$ cat config.mk
export PLATFORM = sky130hd
export DESIGN_NAME = gamepad_axis_deadzone_conditioner_flat
export DESIGN_NICKNAME = d
export VERILOG_FILES = /design/src/hdl/gadc_pkg.sv /design/src/hdl/gadc_if.sv /design/src/hdl/gadc_csr.sv /design/src/hdl/gadc_lane.sv /design/src/hdl/gadc_merge.sv /design/src/hdl/gamepad_axis_deadzone_conditioner.sv /design/src/flat_wrapper.sv
export SDC_FILE = /design/constraint.sdc
export NUM_CORES = 2
export LEC_CHECK = 0
export BUFFER_PORTS_ARGS = -buffer_cell sky130_fd_sc_hd__clkbuf_2
export CORE_UTILIZATION = 55
export CTS_BUF_LIST = sky130_fd_sc_hd__clkbuf_4
export CTS_CLUSTER_SIZE = 25
export DETAILED_ROUTE_END_ITERATION = 6
export PLACE_DENSITY = 0.74
export SETUP_SLACK_MARGIN = 0.4
export SYNTH_ARGS = -nofsm -noshare
export SYNTH_HDL_FRONTEND = slang
export SYNTH_SLANG_ARGS = --single-unit
$ cat constraint.sdc
create_clock -name clock -period 16.06 [get_ports clock]
set_input_delay 2.409 -clock clock [delete_from_list [all_inputs] [get_ports clock]]
set_output_delay 2.409 -clock clock [all_outputs]
set_load 0.01 [all_outputs]
$ cat src/hdl/gadc_pkg.sv
// Package for the gamepad axis deadzone conditioner: beat payload types,
// register map, lane load type and shared constants.
// No dependencies; compile first.
package gadc_pkg;

   // Register map: index taken from paddr[3:2]
   localparam int ADDR_W = 4;
   localparam logic [1:0] REG_LEFT_DZ  = 2'd0;
   localparam logic [1:0] REG_RIGHT_DZ = 2'd1;
   localparam logic [1:0] REG_TRIG_DZ  = 2'd2;

   localparam logic [14:0] LEFT_DZ_RESET  = 15'd15698;
   localparam logic [14:0] RIGHT_DZ_RESET = 15'd17378;
   localparam logic [7:0]  TRIG_DZ_RESET  = 8'd60;

   // Full-scale figures and the button mask
   localparam logic [16:0] STICK_FULL = 17'd32768;
   localparam logic [7:0]  TRIG_FULL  = 8'd255;
   localparam logic [15:0] BTN_MASK   = 16'hF3FF;

   // Divider steps after the leading quotient bit
   localparam int STEP_COUNT = 15;
   localparam int CNT_W      = 4;

   typedef struct packed {
      logic               poll_valid;
      logic [15:0]        raw_buttons;
      logic signed [15:0] left_stick_x;
      logic signed [15:0] left_stick_y;
      logic signed [15:0] right_stick_x;
      logic signed [15:0] right_stick_y;
      logic [7:0]         left_trigger;
      logic [7:0]         right_trigger;
   } req_payload_type;

   typedef struct packed {
      logic               pad_present;
      logic [25:0]        pressed_now;
      logic [25:0]        pressed_before;
      logic signed [15:0] left_x_scaled;
      logic signed [15:0] left_y_scaled;
      logic signed [15:0] right_x_scaled;
      logic signed [15:0] right_y_scaled;
      logic [15:0]        left_trigger_scaled;
      logic [15:0]        right_trigger_scaled;
   } rsp_payload_type;

   typedef struct packed {
      logic [14:0] left_dz;
      logic [14:0] right_dz;
      logic [7:0]  trig_dz;
   } cfg_type;

   // Operands handed to one divider lane at the start of a poll
   typedef struct packed {
      logic [15:0] mag;
      logic [15:0] den;
      logic        neg;
   } lane_load_type;

   // Per-poll control travelling from the sequencer to the merge stage
   typedef struct packed {
      logic        poll_valid;
      logic [15:0] buttons;
      logic [9:0]  derived;
   } job_type;

endpackage

$ cat src/hdl/gadc_if.sv
// Valid/ready channel interfaces for poll beats and result beats.
// Depends on gadc_pkg.
interface gadc_req_if;
   import gadc_pkg::*;
   logic            valid;
   logic            ready;
   req_payload_type data;
   modport source (output valid, output data, input ready);
   modport sink   (input valid, input data, output ready);
endinterface

interface gadc_rsp_if;
   import gadc_pkg::*;
   logic            valid;
   logic            ready;
   rsp_payload_type data;
   modport source (output valid, output data, input ready);
   modport sink   (input valid, input data, output ready);
endinterface

$ cat src/hdl/gadc_csr.sv
// APB-style register block holding the three deadzone registers.
// Depends on gadc_pkg.
module gadc_csr
   import gadc_pkg::*;
(
   input  logic              clock,
   input  logic              reset,
   input  logic              psel,
   input  logic              penable,
   input  logic              pwrite,
   input  logic [ADDR_W-1:0] paddr,
   input  logic [31:0]       pwdata,
   output logic [31:0]       prdata,
   output logic              pready,
   output cfg_type           cfg
);

   cfg_type    cfg_ff, cfg_in;
   logic [1:0] idx;
   logic       wr_en;

   assign idx    = paddr[3:2];
   assign wr_en  = psel && penable && pwrite;
   assign pready = 1'b1;
   assign cfg    = cfg_ff;

   // Decode the write; keep only the low bits of each register
   always_comb begin
      cfg_in = cfg_ff;
      if (wr_en) begin
         unique case (idx)
            REG_LEFT_DZ:  cfg_in.left_dz  = pwdata[14:0];
            REG_RIGHT_DZ: cfg_in.right_dz = pwdata[14:0];
            REG_TRIG_DZ:  cfg_in.trig_dz  = pwdata[7:0];
            default:      cfg_in = cfg_ff;
         endcase
      end
   end

   always_ff @(posedge clock) begin
      if (reset) begin
         cfg_ff.left_dz  <= LEFT_DZ_RESET;
         cfg_ff.right_dz <= RIGHT_DZ_RESET;
         cfg_ff.trig_dz  <= TRIG_DZ_RESET;
      end else begin
         cfg_ff <= cfg_in;
      end
   end

   // Read back
   always_comb begin
      unique case (idx)
         REG_LEFT_DZ:  prdata = {17'd0, cfg_ff.left_dz};
         REG_RIGHT_DZ: prdata = {17'd0, cfg_ff.right_dz};
         REG_TRIG_DZ:  prdata = {24'd0, cfg_ff.trig_dz};
         default:      prdata = 32'd0;
      endcase
   end

endmodule

$ cat src/hdl/gadc_lane.sv
// One divider lane: restoring division of mag*32768 by den, one quotient
// bit a cycle while step is high; sign at output. Depends on gadc_pkg.
module gadc_lane
   import gadc_pkg::*;
(
   input  logic          clock,
   input  logic          start,
   input  logic          step,
   input  lane_load_type load,
   output logic [15:0]   scaled
);

   logic [15:0] rem_ff, rem_in;
   logic [15:0] quo_ff, quo_in;
   logic [15:0] den_ff, den_in;
   logic        neg_ff, neg_in;
   logic [16:0] rem_dbl;
   logic [16:0] rem_sub;
   logic        first_ge;
   logic        step_ge;

   assign first_ge = load.mag >= load.den;
   assign rem_dbl  = {rem_ff, 1'b0};
   assign rem_sub  = rem_dbl - {1'b0, den_ff};
   assign step_ge  = rem_dbl >= {1'b0, den_ff};

   // Load the leading bit on start, then shift one bit in per step
   always_comb begin
      rem_in = rem_ff;
      quo_in = quo_ff;
      den_in = den_ff;
      neg_in = neg_ff;
      if (start) begin
         rem_in = first_ge ? (load.mag - load.den) : load.mag;
         quo_in = {15'd0, first_ge};
         den_in = load.den;
         neg_in = load.neg;
      end else if (step) begin
         rem_in = step_ge ? rem_sub[15:0] : rem_dbl[15:0];
         quo_in = {quo_ff[14:0], step_ge};
      end
   end

   always_ff @(posedge clock) begin
      rem_ff <= rem_in;
      quo_ff <= quo_in;
      den_ff <= den_in;
      neg_ff <= neg_in;
   end

   assign scaled = neg_ff ? (16'd0 - quo_ff) : quo_ff;

endmodule

$ cat src/hdl/gadc_merge.sv
// Merge stage: gathers the lane results and derived bits into a result
// beat, holds the previous pressed vector. Depends on gadc_pkg, gadc_if.
module gadc_merge
   import gadc_pkg::*;
(
   input  logic        clock,
   input  logic        reset,
   input  logic        load,
   input  job_type     job,
   input  logic [15:0] lane_lx,
   input  logic [15:0] lane_ly,
   input  logic [15:0] lane_rx,
   input  logic [15:0] lane_ry,
   input  logic [15:0] lane_lt,
   input  logic [15:0] lane_rt,
   gadc_rsp_if.source  rsp
);

   rsp_payload_type data_ff, data_in;
   logic [25:0]     stored_ff, stored_in;
   logic            valid_ff, valid_in;
   logic [25:0]     now;

   assign now = {job.derived, job.buttons & BTN_MASK};

   // Build the beat; an absent pad clears everything
   always_comb begin
      data_in   = data_ff;
      stored_in = stored_ff;
      if (load) begin
         if (job.poll_valid) begin
            data_in.pad_present          = 1'b1;
            data_in.pressed_now          = now;
            data_in.pressed_before       = stored_ff;
            data_in.left_x_scaled        = lane_lx;
            data_in.left_y_scaled        = lane_ly;
            data_in.right_x_scaled       = lane_rx;
            data_in.right_y_scaled       = lane_ry;
            data_in.left_trigger_scaled  = lane_lt;
            data_in.right_trigger_scaled = lane_rt;
            stored_in                    = now;
         end else begin
            data_in   = '0;
            stored_in = '0;
         end
      end
   end

   // Hold the beat until taken
   always_comb begin
      valid_in = valid_ff;
      if (load) begin
         valid_in = 1'b1;
      end else if (rsp.ready) begin
         valid_in = 1'b0;
      end
   end

   always_ff @(posedge clock) begin
      if (reset) begin
         valid_ff  <= 1'b0;
         stored_ff <= '0;
      end else begin
         valid_ff  <= valid_in;
         stored_ff <= stored_in;
      end
   end

   always_ff @(posedge clock) begin
      data_ff <= data_in;
   end

   assign rsp.valid = valid_ff;
   assign rsp.data  = data_ff;

endmodule

$ cat src/hdl/gamepad_axis_deadzone_conditioner.sv
// Gamepad axis deadzone conditioner: one poll beat in, one result beat out.
// Depends on gadc_pkg, gadc_if, gadc_csr, gadc_lane, gadc_merge.
//
// Usage
//   req carries one controller poll per beat; rsp returns one conditioned
//   result beat per poll, in order. The deadzone registers sit on the APB
//   port at byte addresses 0, 4 and 8; the user must write them only while
//   the block idles, and the block itself does not enforce this. Six divider
//   lanes (four stick axes, two triggers) run side by side, each producing
//   one quotient bit a cycle; the 16-bit quotient sets the timing. The lanes
//   load at the accepting edge, take the divider steps in ST_RUN, and the
//   merge stage registers the result beat in ST_DONE and raises rsp.valid.
//   req.ready is high only while the lanes are free; the result register
//   parts the two sides, so the next poll may be accepted while a result
//   waits. If the receiver stalls, the lanes finish and wait for the result
//   register to empty, and no further poll is taken until then.
//   Reset is synchronous: it empties the result register, clears the stored
//   pressed vector and restores the register reset values.
module gamepad_axis_deadzone_conditioner
   import gadc_pkg::*;
(
   input  logic              clock,
   input  logic              reset,
   gadc_req_if.sink          req,
   gadc_rsp_if.source        rsp,
   input  logic              psel,
   input  logic              penable,
   input  logic              pwrite,
   input  logic [ADDR_W-1:0] paddr,
   input  logic [31:0]       pwdata,
   output logic [31:0]       prdata,
   output logic              pready
);

   typedef enum logic [2:0] {
      ST_IDLE = 3'b001,
      ST_RUN  = 3'b010,
      ST_DONE = 3'b100
   } state_type;

   typedef struct packed {
      lane_load_type load;
      logic          hi;
      logic          lo;
   } stick_prep_type;

   typedef struct packed {
      lane_load_type load;
      logic          half;
   } trig_prep_type;

   state_type        state_ff, state_in;
   logic [CNT_W-1:0] cnt_ff, cnt_in;
   job_type          job_ff, job_in;
   cfg_type          cfg;
   logic             accept;
   logic             step;
   logic             load_out;
   logic             out_free;
   stick_prep_type   p_lx, p_ly, p_rx, p_ry;
   trig_prep_type    p_lt, p_rt;
   logic [15:0]      s_lx, s_ly, s_rx, s_ry, s_lt, s_rt;

   // Stick axis: deadzone test, divider operands and half-deflection flags
   function automatic stick_prep_type stick_prep(input logic [15:0] v, input logic [14:0] d);
      stick_prep_type     r;
      logic signed [16:0] vs;
      logic signed [16:0] ds;
      logic signed [16:0] num_p;
      logic signed [16:0] mag_n;
      logic               pos;
      logic               negc;
      logic [15:0]        den;
      vs    = {v[15], v};
      ds    = {2'b00, d};
      pos   = vs > ds;
      negc  = vs < -ds;
      num_p = vs - ds;
      mag_n = -vs - ds;
      den   = 16'(STICK_FULL - {2'b00, d});
      r.load.den = den;
      r.load.neg = negc;
      r.load.mag = pos ? num_p[15:0] : (negc ? mag_n[15:0] : 16'd0);
      r.hi = pos  && ({num_p[15:0], 1'b0} > {1'b0, den});
      r.lo = negc && ({mag_n[15:0], 1'b0} > {1'b0, den});
      return r;
   endfunction

   // Trigger: a deadzone of full scale never passes
   function automatic trig_prep_type trig_prep(input logic [7:0] v, input logic [7:0] t);
      trig_prep_type r;
      logic          act;
      logic [7:0]    den;
      logic [7:0]    num;
      act = (t != TRIG_FULL) && (v >= t);
      den = (t == TRIG_FULL) ? 8'd1 : (TRIG_FULL - t);
      num = v - t;
      r.load.den = {8'd0, den};
      r.load.neg = 1'b0;
      r.load.mag = act ? {8'd0, num} : 16'd0;
      r.half = act && ({num, 1'b0} > {1'b0, den});
      return r;
   endfunction

   gadc_csr u_csr (
      .clock   (clock),
      .reset   (reset),
      .psel    (psel),
      .penable (penable),
      .pwrite  (pwrite),
      .paddr   (paddr),
      .pwdata  (pwdata),
      .prdata  (prdata),
      .pready  (pready),
      .cfg     (cfg)
   );

   assign p_lx = stick_prep(req.data.left_stick_x,  cfg.left_dz);
   assign p_ly = stick_prep(req.data.left_stick_y,  cfg.left_dz);
   assign p_rx = stick_prep(req.data.right_stick_x, cfg.right_dz);
   assign p_ry = stick_prep(req.data.right_stick_y, cfg.right_dz);
   assign p_lt = trig_prep(req.data.left_trigger,  cfg.trig_dz);
   assign p_rt = trig_prep(req.data.right_trigger, cfg.trig_dz);

   // Sequencer
   assign req.ready = (state_ff == ST_IDLE);
   assign accept    = req.valid && req.ready;
   assign step      = (state_ff == ST_RUN);
   assign out_free  = !rsp.valid || rsp.ready;
   assign load_out  = (state_ff == ST_DONE) && out_free;

   always_comb begin
      state_in = state_ff;
      cnt_in   = cnt_ff;
      unique case (state_ff)
         ST_IDLE: begin
            cnt_in = '0;
            if (accept) begin
               state_in = ST_RUN;
            end
         end
         ST_RUN: begin
            cnt_in = cnt_ff + 1'b1;
            if (cnt_ff == CNT_W'(STEP_COUNT - 1)) begin
               state_in = ST_DONE;
            end
         end
         ST_DONE: begin
            if (out_free) begin
               state_in = ST_IDLE;
            end
         end
         default: begin
            state_in = ST_IDLE;
         end
      endcase
   end

   always_ff @(posedge clock) begin
      if (reset) begin
         state_ff <= ST_IDLE;
         cnt_ff   <= '0;
      end else begin
         state_ff <= state_in;
         cnt_ff   <= cnt_in;
      end
   end

   // Capture buttons and half flags in pressed-vector order
   always_comb begin
      job_in = job_ff;
      if (accept) begin
         job_in.poll_valid = req.data.poll_valid;
         job_in.buttons    = req.data.raw_buttons;
         job_in.derived    = {p_rx.lo, p_rx.hi, p_ry.lo, p_ry.hi,
                              p_lx.lo, p_lx.hi, p_ly.lo, p_ly.hi,
                              p_rt.half, p_lt.half};
      end
   end

   always_ff @(posedge clock) begin
      job_ff <= job_in;
   end

   // Divider lanes
   gadc_lane u_lane_lx (.clock(clock), .start(accept), .step(step), .load(p_lx.load),
                        .scaled(s_lx));
   gadc_lane u_lane_ly (.clock(clock), .start(accept), .step(step), .load(p_ly.load),
                        .scaled(s_ly));
   gadc_lane u_lane_rx (.clock(clock), .start(accept), .step(step), .load(p_rx.load),
                        .scaled(s_rx));
   gadc_lane u_lane_ry (.clock(clock), .start(accept), .step(step), .load(p_ry.load),
                        .scaled(s_ry));
   gadc_lane u_lane_lt (.clock(clock), .start(accept), .step(step), .load(p_lt.load),
                        .scaled(s_lt));
   gadc_lane u_lane_rt (.clock(clock), .start(accept), .step(step), .load(p_rt.load),
                        .scaled(s_rt));

   gadc_merge u_merge (
      .clock   (clock),
      .reset   (reset),
      .load    (load_out),
      .job     (job_ff),
      .lane_lx (s_lx),
      .lane_ly (s_ly),
      .lane_rx (s_rx),
      .lane_ry (s_ry),
      .lane_lt (s_lt),
      .lane_rt (s_rt),
      .rsp     (rsp)
   );

endmodule

$ cat src/flat_wrapper.sv
// flat-port wrapper written by rule: the top's interface ports become plain ports
module gamepad_axis_deadzone_conditioner_flat import gadc_pkg::*;
  (clock, reset, psel, penable, pwrite, paddr, pwdata, prdata, pready, req_valid, req_data, req_ready, rsp_valid, rsp_data, rsp_ready);
  gadc_req_if req_i ();
  gadc_rsp_if rsp_i ();
  input  logic clock;
  input  logic reset;
  input  logic psel;
  input  logic penable;
  input  logic pwrite;
  input  logic [ADDR_W-1:0] paddr;
  input  logic [31:0] pwdata;
  output logic [31:0] prdata;
  output logic pready;
  input wire logic [$bits(req_i.valid)-1:0] req_valid;
  input wire logic [$bits(req_i.data)-1:0] req_data;
  output wire logic [$bits(req_i.ready)-1:0] req_ready;
  output wire logic [$bits(rsp_i.valid)-1:0] rsp_valid;
  output wire logic [$bits(rsp_i.data)-1:0] rsp_data;
  input wire logic [$bits(rsp_i.ready)-1:0] rsp_ready;
  assign req_i.valid = req_valid;
  assign req_i.data = req_data;
  assign req_ready = req_i.ready;
  assign rsp_valid = rsp_i.valid;
  assign rsp_data = rsp_i.data;
  assign rsp_i.ready = rsp_ready;
  gamepad_axis_deadzone_conditioner u_core (.clock(clock), .reset(reset), .req(req_i), .rsp(rsp_i), .psel(psel), .penable(penable), .pwrite(pwrite), .paddr(paddr), .pwdata(pwdata), .prdata(prdata), .pready(pready));
endmodule
* Word level (Yosys, flattened, before mapping) *
Cells that the tools add are included.

operators by class
  add/sub/neg operators = 36
  order comparisons = 32
  equal/unequal tests = 11
  mux-type cells = 61
  reductions and logical operators = 26

operator list
  kind                                                                  number
  16-bit two-way mux                                                    36
  16-bit subtractor                                                     16
  149-bit two-way mux                                                   1
  17-bit by 16-bit > comparator with 1-bit output                       8
  17-bit by 16-bit greater-or-equal comparator with 1-bit output        4
  16-bit by 17-bit less-than comparator with 1-bit output               4
  16-bit greater-or-equal comparator                                    4
  16-bit > comparator                                                   4
  16-bit negation                                                       4
  1-bit by 16-bit subtractor with 16-bit output, first input constant   4
  16-bit by 8-bit subtractor with 16-bit output                         4
  15-bit case mux with 3 select lines                                   1
  17-bit by 8-bit greater-or-equal comparator with 1-bit output         2
  15-bit negation with 17-bit output                                    2
  16-bit by 8-bit greater-or-equal comparator with 1-bit output         2
  16-bit by 15-bit subtractor with 16-bit output, first input constant  2
  26-bit two-way mux                                                    1
  8-bit two-way mux                                                     3
  9-bit by 8-bit > comparator with 1-bit output                         2
  8-bit greater-or-equal comparator                                     2
  1-bit logical AND                                                     16
  8-bit subtractor                                                      2
  1-bit two-way mux                                                     14
  3-bit two-way mux                                                     3
  20 further kinds                                                      25

word-level totals
  flip-flop bits (word level) = 484
  bits of input ports = 140

* Longest topological paths before layout *
  depth in word-level cells = 7
  gate-level depth with buffers = 36
  mapped depth without buffers = 33

* Cells and area by module *
From an unflattened synthesis, not the netlist that was laid out.

unflattened totals
  cell total of the unflattened synthesis = 5084
  area, all modules = 47027.6 sq um

by module, submodules not included
  module                             times used  cells each  area an instance (sq um)  seq. area each (sq um)
  gadc_lane at u_core.u_lane_lt ...  4           444         4080.2                    1321.3
  gamepad_axis_deadzone_conditioner  1           1770        14057.2                   950.9
  gadc_lane at u_core.u_lane_lx ...  2           447         4072.7                    1321.3
  gadc_merge                         1           420         6500.0                    4854.7
  gadc_csr                           1           224         2004.4                    760.7

* Worst setup path after synthesis *
Ideal clock, no wire load.

  path type = input port to flip-flop
  start point = input req_data[57]
  end point = register u_core.u_lane_ly.rem_ff[10] (data pin)
  setup time = 0.255 ns
  arrival = 7.782 ns
  path slack = 8.022 ns
  stages on the path = 25
  cell sequence = inv_1 > ha_1 > clkbuf_1 > nand2b_1 > a21oi_1 > o21a_1 > o21a_1 > o41ai_2 > clkbuf_1 > clkbuf_1 > nand2_1 > o22ai_1 > fa_1 > a21o_1 > a21oi_1 > o21ai_0 > a21o_1 > a21oi_1 > o21ai_0 > nor2_1 > maj3_2 > maj3_2 > o221a_1 > or4_1 > and3_1

on the way
  longest elaborated chain between the ends = 7
  elaborated cells between the ends (all ways) = 11
  classes of those cells = add/sub: 4; order compare: 3; mux: 4

RTL lines
  what                                                                     line                                     text
  start: declaration                                                       flat_wrapper.sv:16                       input wire logic [$bits(req_i.data)-1:0] req_data;
  16-bit negation                                                          gamepad_axis_deadzone_conditioner.sv:79  mag_n = -vs - ds;
  16-bit subtractor                                                        gamepad_axis_deadzone_conditioner.sv:79
  16-bit two-way mux                                                       gamepad_axis_deadzone_conditioner.sv:83  r.load.mag = pos ? num_p[15:0] : (negc ? mag_n[15:0] : 16'd0);
  16-bit two-way mux *                                                     gamepad_axis_deadzone_conditioner.sv:83
  16-bit subtractor or 16-bit greater-or-equal comparator (tied branches)  gadc_lane.sv:34, gadc_lane.sv:22
  16-bit two-way mux *                                                     gadc_lane.sv:34                          rem_in = first_ge ? (load.mag - load.den) : load.mag;
  16-bit two-way mux *                                                     gadc_lane.sv:33                          if (start) begin
  named net u_core.u_lane_ly.rem_in[10]                                    gadc_lane.sv:13                          logic [15:0] rem_ff, rem_in;
  end signal: assignment                                                   gadc_lane.sv:45                          rem_ff <= rem_in;
  end: declaration                                                         gadc_lane.sv:13

Mark *: on every way through the listed nets, which the timed path passes. The rest lies on a longest branch.
A chain may end at the register's enable or synchronous reset.

==> results by group <==
Synthesis
  • Top cells by area, synth: edfxtp_1 23%, ha_1 17%, dfxtp_1 7.9%
  • Yosys top cell by area: edfxtp_1
  • Top_reg_cell synth: edfxtp_1
  • Mapped Cells: 4631
  • Mapped cell area: 0.0406 sq mm
  • Number of flops mapped to enable cells by yosys: 316
  • Synthesis Warnings: 0
  • Post-synthesis sequential area ratio: 0.313
  • Share of the synthesized area in the top cell type: 0.234
  • Asr flop ratio synth: 0
  • Synth cell count leaders: 538 x ha_1, 498 x nand2_1, 389 x a21oi_1
  • #FFs+latches synth: 476
  • Avg Cell Area, Syn: 8.77 sq um
  • Netlist cell types: 101
  • Top-count cell post-synth: ha_1

Die
  • Starting Density: 0.557
  • Die area: 0.0749 sq mm
  • Die X: 274 um
  • Core area: 0.0730 sq mm
  • # rows: 99
  • Ports: 324
  • Die Y: 274 um

Timing
  • Fin Hold WS: around 420 ps
  • Period utilization: 0.542
  • Clock Skew: 69.8 ps
  • TNS Setup: 0 ps
  • Max-slew violations: 0
  • Worst Tran Pin Value: 1270 ps
  • Final setup viols: 0
  • RSZ-0062 raised after global routing: false
  • Fin crit period: 8710 ps
  • Slew headroom: 0.145
  • FMAX: 115 MHz
  • Final hold violation count: 0

Critical path
  • CP delay by family, top: simple AND/OR/NAND/NOR gates
  • Crit Path Category: reg -> reg
  • Reg2reg start: u_core.u_csr.cfg[9]
  • Critical path fanouts, max: 17
  • CP max stage delay: 810 ps
  • Worst path required time: 16670 ps
  • Most Frequent Cell on Critical Path: nand2_1
  • CP Launch Type: flop
  • Worst Setup SP: u_core.u_csr.cfg[9]
  • Worst Setup End Kind: flop
  • WP buf/inv: 3
  • Worst path arrival time: 9320 ps
  • CP max-delay cell: and3_1

GRT
  • Initial antenna violation count: 10
  • Congestion Overflow GR: 0
  • GR peak layer: met2
  • Gr usage total: 0.287
  • First-pass GRT wire length: 170000 um
  • Met1 Use GR: 0.405
  • Largest net degree at the start of global routing: 148
  • Met2 Use GR: 0.441
  • Met3 Track Usage GR: 0.0474
  • Vias in the first global route: 32100

Clock network
  • CTS tree: done
  • H-tree depth: 4
  • Number of CTS-inserted buffers: 131
  • Number of setup buffers added after CTS: 0
  • Clock Path Buffers: 3
  • CTS Hold Bufs: 0
  • Post-CTS sizing: 0
  • CTS sink cnt: 476
  • CTS root buf: clkbuf_4
  • Clk slew on worst S/H paths: 70 ps
  • Clock Latency Late Sink: 960 ps

Min path
  • Hold Crit Class: reg -> reg
  • Launch point of the worst hold path: u_core.u_lane_lt.quo_ff[13]

Routing
  • Initial DRC count: 2730
  • Post-DRT Antenna Nets: 0
  • Total vias in the final route: 35000
  • Vias per cell: 5.84
  • Post-Route WL: 110000 um
  • Wire per inst: 18.4 um
  • Drt first pass iters: 6
  • DRC: 0

Finish
  • # fillers: ~6500
  • Fraction of layout cells with a size suffix above 1: 0.120
  • Nets: 5631
  • Area grow syn2layout: 9.85%
  • Design Area, Final: around 0.045 sq mm

Job
  • Maximum capacitance violations: 0

Power
  • Pwr dens: 90.5 mW/mm^2
  • Static Leak: between 15 and 20 nW
  • Peak VDD IR: 0.0000603 V

Placement
  • Final GP Congestion: 0.960
  • PortBufs: 280
  • Dpl hpwl: 84200 um
  • DP Area: 0.0429 sq mm

Outcome
  • Status: finished, final reports clean
-- layout make-up --
| cell class | instances | area (sq um) | share of cell area |
|---|---|---|---|
| inverter | 340 | 1290 | 0.0290 |
| multi-input combinational | 3660 | 26000 | 0.583 |
| timing repair buffer | 320 | 1700 | 0.0381 |
| clock buffer | 185 | 1390 | 0.0311 |
| clock inverter | 52 | 309 | 0.00693 |
| tap | 959 | 1200 | 0.0269 |
| sequential | 476 | 12700 | 0.285 |
| antenna | 8 | 20.0 | 0.000449 |
-- logic make-up (layout without fill, tap and decap cells) --
logic type / after synthesis / after routing / share of synthesized area
compound gates: 1177 / 1177 / 0.188
xor+xnor: 302 / 302 / 0.0663
fa+ha+maj: 574 / 574 / 0.181
buf+inv: 515 / 897 / 0.0507
flops: 476 / 476 / 0.313
mux: 78 / 78 / 0.0195
other cells: 2 / 30 / 0.000185
simple gates: 1507 / 1507 / 0.182
-- metal layers --
layer / up-vias / wire [um]
met5: - / 55
met4: 8 / 2910
met3: 181 / 8340
met2: 1254 / 47700
met1: 16300 / 51300
li1: 17300 / -
-- through the flow --
stage / util / cells / setup slack [ps] / total power, mW
final: 0.611 / 6000 / 7350 / 4.04
after global routing: 0.611 / 5995 / 6920 / 4.30
after CTS: 0.611 / 5992 / 7550 / 4.05
after detailed placement: 0.588 / 5755 / 7040 / 2.92
after global placement: 0.588 / 5755 / 7120 / 2.89
after floorplan: - / 4651 / 8020 / 2.59
-- worst min-delay path: cells and delay by family, from the launching register on --
family / cells / cell delay (ps)
AOI/OAI and AO/OA: 1 / 50
DFF: 1 / 320
and+or+nand+nor: 1 / 50
-- worst paths after layout --
check                                endpoint  slack (ps)  cells after the start
setup / recovery   u_core.u_lane_rx.rem_ff[7]        7350                     32
hold reg to reg   u_core.u_lane_lt.quo_ff[14]         420                      2
hold / removal    u_core.u_lane_lt.quo_ff[14]         420                      2
setup reg to reg   u_core.u_lane_rx.rem_ff[7]        7350                     32
-- state kept, by name, summed over array words and instances, names as in the netlist, 16 cells and up --
signal                    count
u_core.u_lane_rx.den_ff      16
u_core.u_lane_ly.rem_ff      16
u_core.u_lane_rx.rem_ff      16
u_core.u_lane_lt.rem_ff      16
u_core.u_lane_rt.rem_ff      16
u_core.u_lane_ry.quo_ff      16
u_core.u_lane_lx.rem_ff      16
u_core.u_lane_rt.quo_ff      16
u_core.u_lane_ry.rem_ff      16
u_core.u_lane_ly.quo_ff      16
u_core.u_merge.stored_ff     24
u_core.u_lane_lx.den_ff      16
u_core.job_ff                25
u_core.u_merge.rsp.data     145
u_core.u_lane_lt.quo_ff      16
u_core.u_lane_lx.quo_ff      16
u_core.u_csr.cfg             38
u_core.u_lane_rx.quo_ff      16
-- cells in the final DEF, fill, tap and decap left out, drive strengths merged, types with 95 or more instances in the layout --
master / instances
a21oi: 390
and2: 169
clkbuf: 465
dfxtp: 160
edfxtp: 316
ha: 538
inv: 349
nand2: 499
nor2: 280
nor3: 101
o21ai: 207
xnor2: 206
xor2: 95
-- report_power, final --
part	switching, mW	leakage, nW	internal, mW
Sequential	0.0537	4.27	1.42
Clock	0.549	0.994	0.562
Combinational	0.854	14.3	0.597
Power figures use the tool's default switching activity.
